### config.mk
export PLATFORM = sky130hd
export DESIGN_NAME = binary_to_decimal_ascii_top
export DESIGN_NICKNAME = d
export VERILOG_FILES = /design/src/bdasc_pkg.sv /design/src/bdasc_cell.sv /design/src/binary_to_decimal_ascii_top.sv
export VERILOG_INCLUDE_DIRS = /design/src /design/src/src
export SDC_FILE = /design/constraint.sdc
export NUM_CORES = 1
export LEC_CHECK = 0
export ABC_AREA = 1
export BUFFER_PORTS_ARGS = -buffer_cell sky130_fd_sc_hd__buf_2
export CAP_MARGIN = 20
export CORE_MARGIN = 4
export CORE_UTILIZATION = 30
export CTS_CLUSTER_SIZE = 40
export DETAILED_ROUTE_END_ITERATION = 8
export HOLD_SLACK_MARGIN = 0.06
export PLACE_DENSITY = 0.56
export RECOVER_POWER = 50
export REMOVE_ABC_BUFFERS = 1
export SLEW_MARGIN = 20
export SYNTH_ARGS = -nofsm -noshare
export SYNTH_HDL_FRONTEND = slang
export SYNTH_SLANG_ARGS = --single-unit
### constraint.sdc
create_clock -name clock -period 5.8 [get_ports clock]
set_input_delay 0.58 -clock clock [delete_from_list [all_inputs] [get_ports clock]]
set_output_delay 0.58 -clock clock [all_outputs]
set_load 0.01 [all_outputs]
### src/binary_to_decimal_ascii_top_assert.svh
// Assertion macros used by the converter RTL.
`ifndef BINARY_TO_DECIMAL_ASCII_TOP_ASSERT_SVH
`define BINARY_TO_DECIMAL_ASCII_TOP_ASSERT_SVH

// Same-cycle implication, disabled during reset.
`define BDASC_ASSERT_IMP(name, clk, rst, ante, cons, msg) \
   name: assert property (@(posedge clk) disable iff (rst) (ante) |-> (cons)) \
      else $error(msg);

// Next-cycle implication, disabled during reset.
`define BDASC_ASSERT_NXT(name, clk, rst, ante, cons, msg) \
   name: assert property (@(posedge clk) disable iff (rst) (ante) |=> (cons)) \
      else $error(msg);

`endif

### src/bdasc_pkg.sv
package bdasc_pkg;

   localparam int DIGIT_W      = 4;
   localparam int CHAR_W       = 6;
   localparam int VALUE_PORT_W = 32;
   localparam int RSP_TDATA_W  = 8;
   localparam int WIDE_W       = 64;

   localparam logic [CHAR_W-1:0]  ASCII_ZERO   = 6'd48;
   localparam logic [DIGIT_W-1:0] DABBLE_LIMIT = 4'd5;
   localparam logic [DIGIT_W-1:0] DABBLE_ADJ   = 4'd3;

   // Per-cycle command to every digit cell.
   typedef struct packed {
      logic clear;   // zero the digit
      logic dabble;  // add-3 correction, then shift one binary bit in
      logic shift;   // take the lower neighbor's digit
   } cell_ctrl_type;

   typedef enum logic [1:0] {
      ST_IDLE,
      ST_CONVERT,
      ST_EMIT
   } state_type;

endpackage

### src/bdasc_cell.sv
module bdasc_cell (
   input  logic                           clock,
   input  bdasc_pkg::cell_ctrl_type       ctrl,
   input  logic                           carry_in,
   input  logic [bdasc_pkg::DIGIT_W-1:0]  digit_in,
   output logic [bdasc_pkg::DIGIT_W-1:0]  digit_q,
   output logic                           carry_out
);
   import bdasc_pkg::*;

   logic [DIGIT_W-1:0] digit_ff;
   logic [DIGIT_W-1:0] digit_in_next;
   logic [DIGIT_W-1:0] adj;

   // Correct a digit of five or more so the doubling carries into the next cell.
   always_comb begin
      adj = (digit_ff >= DABBLE_LIMIT) ? (digit_ff + DABBLE_ADJ) : digit_ff;
   end

   assign carry_out = adj[DIGIT_W-1];
   assign digit_q   = digit_ff;

   always_comb begin
      if (ctrl.clear) begin
         digit_in_next = '0;
      end else if (ctrl.dabble) begin
         digit_in_next = {adj[DIGIT_W-2:0], carry_in};
      end else if (ctrl.shift) begin
         digit_in_next = digit_in;
      end else begin
         digit_in_next = digit_ff;
      end
   end

   always_ff @(posedge clock) begin
      digit_ff <= digit_in_next;
   end

endmodule

### src/binary_to_decimal_ascii_top.sv
// Binary to decimal ASCII converter. Each input beat carries an unsigned
// number in req_tdata; the low VALUE_BITS bits are converted and the rest
// ignored. The block answers with one output beat per decimal digit, most
// significant first, as the ASCII code '0'..'9' in rsp_tdata; the least
// significant digit carries rsp_tlast. Leading zeros are dropped, so zero
// gives the single beat '0'. If a number needs more than MAX_DIGITS digits,
// only its MAX_DIGITS low digits are sent, leading zeros included. The
// conversion runs in a row of MAX_DIGITS BCD cells by shift-and-add-3: the
// binary word moves into the lowest cell one bit per cycle. The same row then
// shifts toward the top cell, one digit per cycle while the output port
// accepts: leading zeros are dropped there without a beat, and the others
// leave on the output port as it accepts them. One item is handled at a
// time, so a new number is taken only after the last digit of the one before
// has left. No state survives from one item to the next.
`include "binary_to_decimal_ascii_top_assert.svh"

module binary_to_decimal_ascii_top #(
   parameter int VALUE_BITS = 32,
   parameter int MAX_DIGITS = 10
) (
   input  logic                               clock,
   input  logic                               reset,
   input  logic                               req_tvalid,
   output logic                               req_tready,
   input  logic [bdasc_pkg::VALUE_PORT_W-1:0] req_tdata,   // [31:0] value
   output logic                               rsp_tvalid,
   input  logic                               rsp_tready,
   output logic [bdasc_pkg::RSP_TDATA_W-1:0]  rsp_tdata,   // [5:0] digit_char, [7:6] zero
   output logic                               rsp_tlast    // last_digit
);
   import bdasc_pkg::*;

   localparam int BitCntW = $clog2(VALUE_BITS);
   localparam int RemW    = $clog2(MAX_DIGITS + 1);

   state_type               state_ff, state_in;
   logic [VALUE_BITS-1:0]   bin_ff, bin_in;
   logic [BitCntW-1:0]      bit_cnt_ff, bit_cnt_in;
   logic [RemW-1:0]         remain_ff, remain_in;
   logic                    ovf_ff, ovf_in;       // digits lost off the top cell
   logic                    started_ff, started_in; // a digit was already sent

   cell_ctrl_type           ctrl;
   logic [WIDE_W-1:0]       req_wide;
   logic [DIGIT_W-1:0]      digit_q [MAX_DIGITS];
   logic                    carry_q [MAX_DIGITS];
   logic [DIGIT_W-1:0]      top_digit;
   logic [CHAR_W-1:0]       rsp_char;
   logic                    show;

   // Zero-extend the port so any VALUE_BITS up to 64 can take its slice.
   assign req_wide = WIDE_W'(req_tdata);

   // Row of BCD cells; cell 0 holds the least significant digit.
   for (genvar i = 0; i < MAX_DIGITS; i++) begin : g_cell
      if (i == 0) begin : g_low
         bdasc_cell u_cell (
            .clock     (clock),
            .ctrl      (ctrl),
            .carry_in  (bin_ff[VALUE_BITS-1]),
            .digit_in  ({DIGIT_W{1'b0}}),
            .digit_q   (digit_q[i]),
            .carry_out (carry_q[i])
         );
      end else begin : g_up
         bdasc_cell u_cell (
            .clock     (clock),
            .ctrl      (ctrl),
            .carry_in  (carry_q[i-1]),
            .digit_in  (digit_q[i-1]),
            .digit_q   (digit_q[i]),
            .carry_out (carry_q[i])
         );
      end
   end

   assign top_digit = digit_q[MAX_DIGITS-1];
   assign rsp_char  = ASCII_ZERO + CHAR_W'(top_digit);
   assign rsp_tdata = RSP_TDATA_W'(rsp_char);
   assign rsp_tlast = (remain_ff == RemW'(1));

   // Send the top digit once it is significant: after overflow, after the
   // first sent digit, when nonzero, or when it is the units digit.
   assign show = ovf_ff || started_ff || (top_digit != '0) || (remain_ff == RemW'(1));

   always_comb begin
      state_in   = state_ff;
      bin_in     = bin_ff;
      bit_cnt_in = bit_cnt_ff;
      remain_in  = remain_ff;
      ovf_in     = ovf_ff;
      started_in = started_ff;
      ctrl       = '0;
      req_tready = 1'b0;
      rsp_tvalid = 1'b0;
      case (state_ff)
         ST_IDLE: begin
            req_tready = 1'b1;
            if (req_tvalid) begin
               ctrl.clear = 1'b1;
               bin_in     = req_wide[VALUE_BITS-1:0];
               bit_cnt_in = BitCntW'(VALUE_BITS - 1);
               ovf_in     = 1'b0;
               started_in = 1'b0;
               state_in   = ST_CONVERT;
            end
         end
         ST_CONVERT: begin
            // Advance one binary bit into the cell row.
            ctrl.dabble = 1'b1;
            bin_in      = {bin_ff[VALUE_BITS-2:0], 1'b0};
            if (carry_q[MAX_DIGITS-1]) begin
               ovf_in = 1'b1;
            end
            if (bit_cnt_ff == '0) begin
               remain_in = RemW'(MAX_DIGITS);
               state_in  = ST_EMIT;
            end else begin
               bit_cnt_in = bit_cnt_ff - 1'b1;
            end
         end
         ST_EMIT: begin
            rsp_tvalid = show;
            // Drop a leading zero at once; hold a shown digit until taken.
            if (!show || rsp_tready) begin
               ctrl.shift = 1'b1;
               remain_in  = remain_ff - 1'b1;
               if (show) begin
                  started_in = 1'b1;
               end
               if (remain_ff == RemW'(1)) begin
                  state_in = ST_IDLE;
               end
            end
         end
         default: begin
            state_in = ST_IDLE;
         end
      endcase
   end

   always_ff @(posedge clock) begin
      if (reset) begin
         state_ff   <= ST_IDLE;
         bit_cnt_ff <= '0;
         remain_ff  <= '0;
         ovf_ff     <= 1'b0;
         started_ff <= 1'b0;
      end else begin
         state_ff   <= state_in;
         bit_cnt_ff <= bit_cnt_in;
         remain_ff  <= remain_in;
         ovf_ff     <= ovf_in;
         started_ff <= started_in;
      end
   end

   always_ff @(posedge clock) begin
      bin_ff <= bin_in;
   end

   `BDASC_ASSERT_IMP(a_one_side, clock, reset, rsp_tvalid, !req_tready, "input taken while sending digits")
   `BDASC_ASSERT_NXT(a_last_frees, clock, reset, rsp_tvalid && rsp_tready && rsp_tlast, req_tready, "not ready after last digit")
   `BDASC_ASSERT_NXT(a_accept_conv, clock, reset, req_tvalid && req_tready, (state_ff == ST_CONVERT) && !ovf_ff && !started_ff, "bad start of conversion")
   `BDASC_ASSERT_IMP(a_emit_count, clock, reset, state_ff == ST_EMIT, remain_ff != '0, "digit count ran out while sending")

endmodule
==> impl_metrics.ini, run 1 <==
[power_and_ir_drop]
p_sw_share_pct = 37.17
p_per_area_nw_per_um2 = 401.1
p_sw_w = 0.0008327
finalPower_w = 0.002240
ir_drop_v = 0.0001911
combPwrFrac_pct = 34.2
p_seq_share_pct = 39.2
p_clk_share_pct = 26.5
leakage_nw = 2.612
p_int_w = 0.001407

[route]
route.detailed.drc = 0
drtIter0Drc = 262
wl_per_cell_um = 11.19
ant_nets = 0
routed_wirelength_um = 10800
routed-via-count = 4275
vias_per_cell = 4.430
firstDrtPassIters = 4

[critical_path]
worst-r2r-setup-slack_ns = 2.20
worstPathCellList = inv_1, nand2_2, clkbuf_1, nand2_1, clkbuf_1
required_ns = 5.66
cpMaxStageDelayCell = clkbuf_1
reg2reg_depth = 5
critPathMaxFanout = 52
worstSetupPathType = reg2reg
r2r_start = state_ff[1]
r2r_end = bin_ff[16]
start_kind = flip-flop
critPathArrivalTime_ns = 3.46
cpMostUsedCell = clkbuf_1
end_kind = flip-flop
cpPeakStageDelay_ns = 1.69

[cts]
post_cts_buffers = 0
path_clk_slew_ns = 0.06
cts_buffer_depth = 2
clk_latency_ns = 0.35
cts_resized = 0
cts_htree_levels = 3
hold_buffers = 0
cts_root_buf = clkbuf_16
cts.sinks = 85
cts_tree = built
cts_buffers = 9

[floorplanning]
core_area_um2 = 16120
die_y_um = 137.3
start_util_pct = 31.10
dieArea_um2 = 18840
dieWidth_um = 137.3
ios = 47
rows = 46

[timing]
worstMarginPinSlew_ns = 2.385
fin_crit_ns = 3.602
slew_violations = 85
skew_ns = 0.007229
finalCritPeriodShare_pct = 62.11
setup_viol = 0
tns_ns = 0
slew_headroom_pct = -58.98
rsz0062_at_grt = no
hold_viol = 0
fmax_mhz = 277.6

[synthesis]
syn_area_per_cell_um2 = 6.962
synthCells = 720
yosysMostFrequentCell = nand2_1
synth_top_area_share_pct = 21.17
yosys_warnings = 0
seq_area_frac_synth_pct = 40.34
synthTopCellsByArea = dfxtp_1, edfxtp_1, nand2_1
syn_area_um2 = 5012
ys_async_sr_fraction_pct = 0
synthTopCellsByCount = nand2_1, nor2_1, inv_1, dfxtp_1, nand3_1
synth_ff_type = dfxtp_1
yosysUniqueCellTypes = 34
ys_ff_latch = 85
yosys.area.top_type = dfxtp_1
synth-edff-count = 32

[min_path]
holdCritStartpoint = started_ff
worst_hold_path.num_cells = 2
hold_path_end = started_ff
hold_path.class = reg2reg

[place]
place_congestion = 0.8111
dpl.hpwl_um = 7164
port_buffers = 42

[global_routing]
antenna_found_initial = 0
grt_pass1_wl_um = 18980
grt_pass1_vias = 4127
grt_util_all_layers_pct = 12.42
grt_max_degree = 72
gr-total-overflow = 0

[cells_and_area]
fillers = 1799
final_nets = 804
drive_gt1_share_pct = 9.079
areaGrowthSynthToFinish_pct = 11.41
antenna_cells = 0

[job]
cap_viol_max_count = 2

[outcome]
violations = max-capacitance violations, max-slew violations
status = finished with violations
-- critical path: cells and delay by family, from the launching register on --
family | cells | cell delay (ns)
flops | 1 | 0.32
buf+inv | 3 | 2.48
simple gates | 2 | 0.30
-- sequential cells by signal, summed over array words and instances, names as in the netlist --
register                     flops
bin_ff                          32
bit_cnt_ff                       5
g_cell.g_low.u_cell.digit_q      4
g_cell.g_up.u_cell.digit_q      36
ovf_ff                           1
remain_ff                        4
started_ff                       1
state_ff                         2
-- power groups by stage --
stage | clock network, W | registers (W) | logic [W]
floorplan | 0 | 0.000865 | 0.000600
global placement | 0 | 0.000889 | 0.000772
detailed placement | 0 | 0.000890 | 0.000778
CTS | 0.000620 | 0.000878 | 0.000782
global route | 0.000636 | 0.000902 | 0.000912
finish | 0.000595 | 0.000878 | 0.000767
-- per-layer routing --
metal	vias to the layer above	share of wire [%]	GRT usage, %
met1	1862	48	15.69
met5	-	0	0
li1	2327	-	-
met2	79	44	20.16
met4	0	0.94	3.714
met3	7	6.3	4.127
-- layout by cell type (no fill, tap or decap), drive strengths merged --
cell type | Yosys | routed
nor2 | 93 | 93
inv | 72 | 72
dfxtp | 53 | 53
a31oi | 10 | 10
a211oi | 1 | 1
or2 | 2 | 2
xor2 | 7 | 7
o31ai | 1 | 1
clkinv | 5 | 5
o211ai | 1 | 1
conb | 2 | 4
a21oi | 28 | 28
o22ai | 9 | 9
nand2 | 260 | 260
buf | 30 | 39
nand3 | 36 | 36
clkinvlp | 0 | 2
nand4 | 6 | 6
o21ai | 41 | 41
o21a | 1 | 1
bufinv | 0 | 1
clkbuf | 5 | 20
nor3 | 1 | 1
edfxtp | 32 | 32
ha | 24 | 24
-- stage by stage --
stage | hold WS (ns) | worst slack (ns) | area, um2 | utilization [%] | cells
global placement | 0.4585 | 3.666 | 5309 | 32.94 | 949
global route | 0.4817 | 1.731 | 5584 | 34.65 | 965
CTS | 0.4710 | 3.398 | 5614 | 34.84 | 965
floorplan | 0.4392 | 3.319 | 4798 | - | 687
detailed placement | 0.4627 | 3.596 | 5309 | 32.94 | 949
finish | 0.4689 | 2.198 | 5584 | 34.65 | 965
-- how the worst max path moves through the flow --
| stage | startpoint | endpoint | slack [ns] | depth (start not counted) |
|---|---|---|---|---|
| 2_1_floorplan | req_tvalid | bin_ff[0] | 3.32 | 2 |
| 3_3_place_gp | state_ff[1] | g_cell[9].g_up.u_cell.digit_q[1] | 3.67 | 6 |
| 3_5_place_dp | state_ff[1] | g_cell[9].g_up.u_cell.digit_q[1] | 3.60 | 6 |
| 4_1_cts | state_ff[1] | rsp_tvalid | 3.40 | 5 |
| 5_1_grt | state_ff[1] | bin_ff[16] | 1.73 | 5 |
| 6_report | state_ff[1] | bin_ff[16] | 2.20 | 5 |
-- kinds of logic after synthesis --
| kind of cell | after synthesis | share of synthesized area [%] |
|---|---|---|
| AOI/OAI and AO/OA | 92 | 10.01 |
| DFF | 85 | 40.34 |
| xor gates and xnor gates | 7 | 1.223 |
| buffers and inverters | 112 | 10.18 |
| other | 2 | 0.1498 |
| and+or+nand+nor | 398 | 32.10 |
| adders and majority gates | 24 | 5.991 |
-- cell type report --
cell class | count | area [um2] | area share [%]
Tap cell | 216 | 270.3 | 4.840
Sequential cell | 85 | 2022 | 36.21
Inverter | 77 | 289.0 | 5.176
Clock inverter | 3 | 45.04 | 0.8066
Clock buffer | 13 | 260.3 | 4.661
Timing Repair Buffer | 46 | 226.5 | 4.056
Multi-Input combinational cell | 525 | 2471 | 44.25
(Power assumes the default switching activity.)
==> run 2: changes to the inputs <==
PLACE_DENSITY = 0.58   (was 0.56)
clock period = 3.2 ns   (was 5.8 ns; I/O delays follow)
==> run 2 against run 1 <==
  * The flow now finishes without violations
  * First-iteration DRC count grew 23%
  * Sequential power grew 82%
  * Combinational power grew 80%
  * Clock skew grew 0.0023 ns
  * Setup slack lost 1.5 ns
  * Core utilization grew 0.16 points
  * Hold slack lost 0.22 ns
  * Wire length shrank 2.1%
  * Total power grew 83%
  * Critical endpoint is now g_cell[3].g_up.u_cell.digit_q[0]
  * Largest cell class unchanged
==> impl_metrics.ini, run 2 (synthesis results as in run 1) <==
[cells_and_area]
final_nets = 805
areaGrowthSynthToFinish_pct = 11.93
fillers = 1748
final_cells = 966
antenna_cells = 0
largest_reg_flops = 36
drive_gt1_share_pct = 9.200
final_common_cell = nand2_1
mostFrequentLayoutCells = nand2_1, nor2_1, inv_1, dfxtp_1, buf_2
multi_input_area_um2 = 2462
regArea_um2 = 2022

[critical_path]
cp-endpoint = g_cell[3].g_up.u_cell.digit_q[0]
cpMaxStageDelayCell = inv_1
cp_num_buf_inv = 4
critPathMaxFanout = 37
reg2reg_depth = 10
worst-r2r-setup-slack_ns = 0.72
path_delay_family = buffers and inverters
cpMostUsedCell = nand2_1
crit_path_start = state_ff[1]
cp.depth = 10
r2r_start = state_ff[1]
end_kind = flip-flop
critPathArrivalTime_ns = 2.76
worstPathCellList = clkinv_1, nand2_1, inv_1, buf_4, nand2_1, clkinv_1, nand2_1, o21ai_0, nor2_1, nor2_1
r2r_end = g_cell[3].g_up.u_cell.digit_q[0]
required_ns = 3.48
cpPeakStageDelay_ns = 0.96
start_kind = flip-flop
worstSetupPathType = reg2reg

[route]
route.detailed.drc = 0
vias_per_cell = 4.434
firstDrtPassIters = 4
routed-via-count = 4283
drtIter0Drc = 321
routed_wirelength_um = 10580
wl_per_cell_um = 10.95
ant_nets = 0

[global_routing]
grt_util_all_layers_pct = 11.99
grt_pass1_wl_um = 18640
antenna_found_initial = 0
grt_max_degree = 44
gr-total-overflow = 0
grt_pass1_vias = 4089

[cts]
cts_htree_levels = 3
clk_latency_ns = 0.34
hold_buffers = 0
cts_buffers = 9
post_cts_buffers = 0
cts_root_buf = clkbuf_16
cts.sinks = 85
path_clk_slew_ns = 0.07
cts_resized = 0
cts_buffer_depth = 2
cts_tree = built

[timing]
rsz0062_at_grt = no
skew_ns = 0.009548
setup_viol = 0
hold_viol = 0
slew_violations = 0
finalCritPeriodShare_pct = 77.63
slew_headroom_pct = 9.514
worstMarginPinSlew_ns = 1.357
fin_crit_ns = 2.484
fmax_mhz = 402.6
tns_ns = 0

[floorplanning]
core_area_um2 = 16120
dieWidth_um = 137.3
dieArea_um2 = 18840
ios = 47
die_y_um = 137.3
start_util_pct = 31.10
rows = 46

[power_and_ir_drop]
finalPower_w = 0.004103
ir_drop_v = 0.0003577
p_per_area_nw_per_um2 = 731.2
leakage_nw = 2.623

[outcome]
status = finished, final reports clean

[place]
dpl.hpwl_um = 7165
dp_cells = 950
port_buffers = 42
place_congestion = 0.8121

[min_path]
hold_path.class = in2reg
worst_hold_path.num_cells = 3

[job]
cap_viol_max_count = 0
run 2: metal layers:
| metal | GRT usage, % | part of all wire (%) | wire length (um) | up-vias |
|---|---|---|---|---|
| li1 | - | - | - | 2321 |
| met1 | 15.60 | 51 | 5345 | 1893 |
| met2 | 19.81 | 45 | 4716 | 57 |
| met3 | 2.922 | 3.6 | 379 | 12 |
| met4 | 3.381 | 1.3 | 133 | 0 |
| met5 | 0 | 0 | 0 | - |
run 2: cell type report:
type                            count  share of cell area [%]
Timing Repair Buffer               47                   4.460
Sequential cell                    85                   36.04
Clock buffer                       11                   4.148
Clock inverter                      5                   1.494
Tap cell                          216                   4.817
Multi-Input combinational cell    525                   43.89
Inverter                           77                   5.152
run 2: how the worst min path moves through the flow:
stage	to	from	slack [ns]
global placement	started_ff	started_ff	0.46
global route	bin_ff[10]	req_tdata[10]	0.25
detailed placement	started_ff	started_ff	0.46
finish	bin_ff[19]	req_tdata[19]	0.25
floorplan	bit_cnt_ff[2]	reset	0.39
CTS	bin_ff[17]	req_tdata[17]	0.23
run 2: through the flow:
stage	cell area, um2	setup slack (ns)	util, %	hold slack (ns)
after floorplan	4798	0.7684	-	0.3891
after global placement	5329	1.185	33.07	0.4550
after detailed placement	5329	1.064	33.07	0.4605
after CTS	5645	0.9734	35.03	0.2289
after global routing	5610	0.4267	34.81	0.2494
final	5610	0.7160	34.81	0.2453
run 2: power breakdown:
part / switching (W) / internal (W) / total [W]
Clock: 0.000436 / 0.000687 / 0.00112
Sequential: 0.000190 / 0.00141 / 0.00160
Combinational: 0.000890 / 0.000492 / 0.00138
Total: 0.00152 / 0.00259 / 0.00410
run 2: worst min-delay path, delay by kind of cell:
kind	cells	cell delay [ns]
buf+inv	1	0.07
simple gates	2	0.09
==> run 3: changes to the inputs <==
PLACE_DENSITY = 0.56   (was 0.58)
clock period = 2.4 ns   (was 3.2 ns; I/O delays follow)
==> run 3 against run 2 <==
  * Count of clock-buffer cells in the layout down 2
  * First-iteration DRC count down 23%
  * Hold slack worse by 0.089 ns
  * Total power up 33%
  * Wire length up 2.6%
  * Critical path type unchanged
  * Largest cell class unchanged
==> impl_metrics.ini, run 3 (synthesis results as in run 1) <==
[critical_path]
cpPeakStageDelay_ns = 0.60
cp.depth = 4
critPathMaxFanout = 28
crit_path_start = state_ff[0]
worst-r2r-setup-slack_ns = 0.45
required_ns = 2.38
cpMostUsedCell = nand2_1
start_kind = flip-flop
worstPathCellList = nor2_1, nand2_1, nand2_1, clkbuf_2
worstSetupPathType = reg2reg
path_delay_family = simple AND/OR/NAND/NOR gates
cp-endpoint = bin_ff[24]
r2r_start = state_ff[0]
r2r_end = bin_ff[24]
critPathArrivalTime_ns = 1.93
cpMaxStageDelayCell = clkbuf_2
end_kind = flip-flop
cp_num_buf_inv = 1
reg2reg_depth = 4

[min_path]
hold_path.class = in2reg

[route]
vias_per_cell = 4.440
wl_per_cell_um = 11.19
route.detailed.drc = 0
drtIter0Drc = 246
routed-via-count = 4307
routed_wirelength_um = 10860
firstDrtPassIters = 5
ant_nets = 0

[outcome]
status = finished, final reports clean

[timing]
finalCritPeriodShare_pct = 81.06
hold_viol = 0
fin_crit_ns = 1.945
slew_violations = 0
setup_viol = 0
rsz0062_at_grt = no
fmax_mhz = 514.0
fin_ws_ns = 0.4545
skew_ns = 0.005879
slew_headroom_pct = 53.43
worstMarginPinSlew_ns = 0.6986

[cells_and_area]
drive_gt1_share_pct = 10.08
final_cells = 970
final_nets = 809
areaGrowthSynthToFinish_pct = 12.58
largest_reg_flops = 36
antenna_cells = 0
postLayoutCoreUtil_pct = 35.02
mostFrequentLayoutCells = nand2_1, nor2_1, inv_1, dfxtp_1, buf_2
final_common_cell = nand2_1

[place]
port_buffers = 42
dpl.hpwl_um = 7399
dp_slack_ns = 0.6228
place_congestion = 0.7821
dp_cells = 954

[floorplanning]
dieWidth_um = 137.3
ios = 47
rows = 46
start_util_pct = 31.10
die_y_um = 137.3
dieArea_um2 = 18840
core_area_um2 = 16120

[cts]
cts_resized = 0
cts_tree = built
cts.sinks = 85
cts_htree_levels = 3
clk_latency_ns = 0.35
cts_buffer_depth = 2
hold_buffers = 0
path_clk_slew_ns = 0.07
post_cts_buffers = 0
cts_buffers = 9
cts_root_buf = clkbuf_16

[power_and_ir_drop]
ir_drop_v = 0.0004919
p_per_area_nw_per_um2 = 964.1
leakage_nw = 2.654

[global_routing]
grt_max_degree = 63
antenna_found_initial = 0
grt_util_all_layers_pct = 12.09
grt_pass1_vias = 3922
gr-total-overflow = 0
grt_pass1_wl_um = 18480

[job]
cap_viol_max_count = 0
[run 3: cell types whose count changed in the layout (fill, tap and decap cells not counted), moves of 2 or more]
cell | before | now
buf_4 | 3 | 5
nand2_4 | 1 | 3
inv_1 | 66 | 68
nand2_1 | 258 | 256
clkbuf_2 | 0 | 2
clkbuf_1 | 8 | 5
[run 3: where the power goes]
| group | leakage [nW] | internal (W) | switching (W) | total, W |
|---|---|---|---|---|
| registers | 0.754 | 0.00187 | 0.000251 | 0.00212 |
| clock network | 0.142 | 0.000812 | 0.000625 | 0.00144 |
| logic | 1.76 | 0.000679 | 0.00120 | 0.00188 |
[run 3: layout make-up]
cell class,count,area (um2)
Inverter,77,289.0
Timing Repair Buffer,51,291.5
Tap cell,216,270.3
Clock inverter,7,73.82
Sequential cell,85,2022
Fill cell,1759,10470
Clock buffer,9,225.2
Multi-Input combinational cell,525,2471
[run 3: how the worst min path moves through the flow]
| stage | from | endpoint | slack [ns] | depth (start not counted) |
|---|---|---|---|---|
| CTS | req_tdata[15] | bin_ff[15] | 0.14 | 3 |
| global route | req_tdata[15] | bin_ff[15] | 0.15 | 3 |
| floorplan | reset | bit_cnt_ff[2] | 0.31 | 1 |
| finish | req_tdata[15] | bin_ff[15] | 0.16 | 3 |
| global placement | ovf_ff | ovf_ff | 0.46 | 2 |
| detailed placement | started_ff | started_ff | 0.46 | 2 |
[run 3: metal layers]
metal | wire length [um] | share of wire (%) | up-vias | GRT usage, %
li1 | - | - | 2336 | -
met4 | 101 | 0.93 | 0 | 2.993
met5 | 0 | 0 | - | 0
met3 | 579 | 5.3 | 8 | 4.054
met1 | 5473 | 50 | 1889 | 16.16
met2 | 4701 | 43 | 74 | 18.83
[run 3: worst min-delay path: cells and delay by family]
| kind | cells | cell delay (ns) |
|---|---|---|
| and+or+nand+nor | 2 | 0.09 |
| buffers and inverters | 1 | 0.07 |
[run 3: per-stage QoR]
step	TNS, ns	cell area, um2	hold slack (ns)	total power [W]
3_5_place_dp	0	5384	0.4606	0.004062
5_1_grt	0	5643	0.1507	0.005925
6_report	0	5643	0.1560	0.005440
3_3_place_gp	0	5384	0.4568	0.004056
4_1_cts	0	5683	0.1373	0.005530
2_1_floorplan	-0.7200	4798	0.3091	0.003541
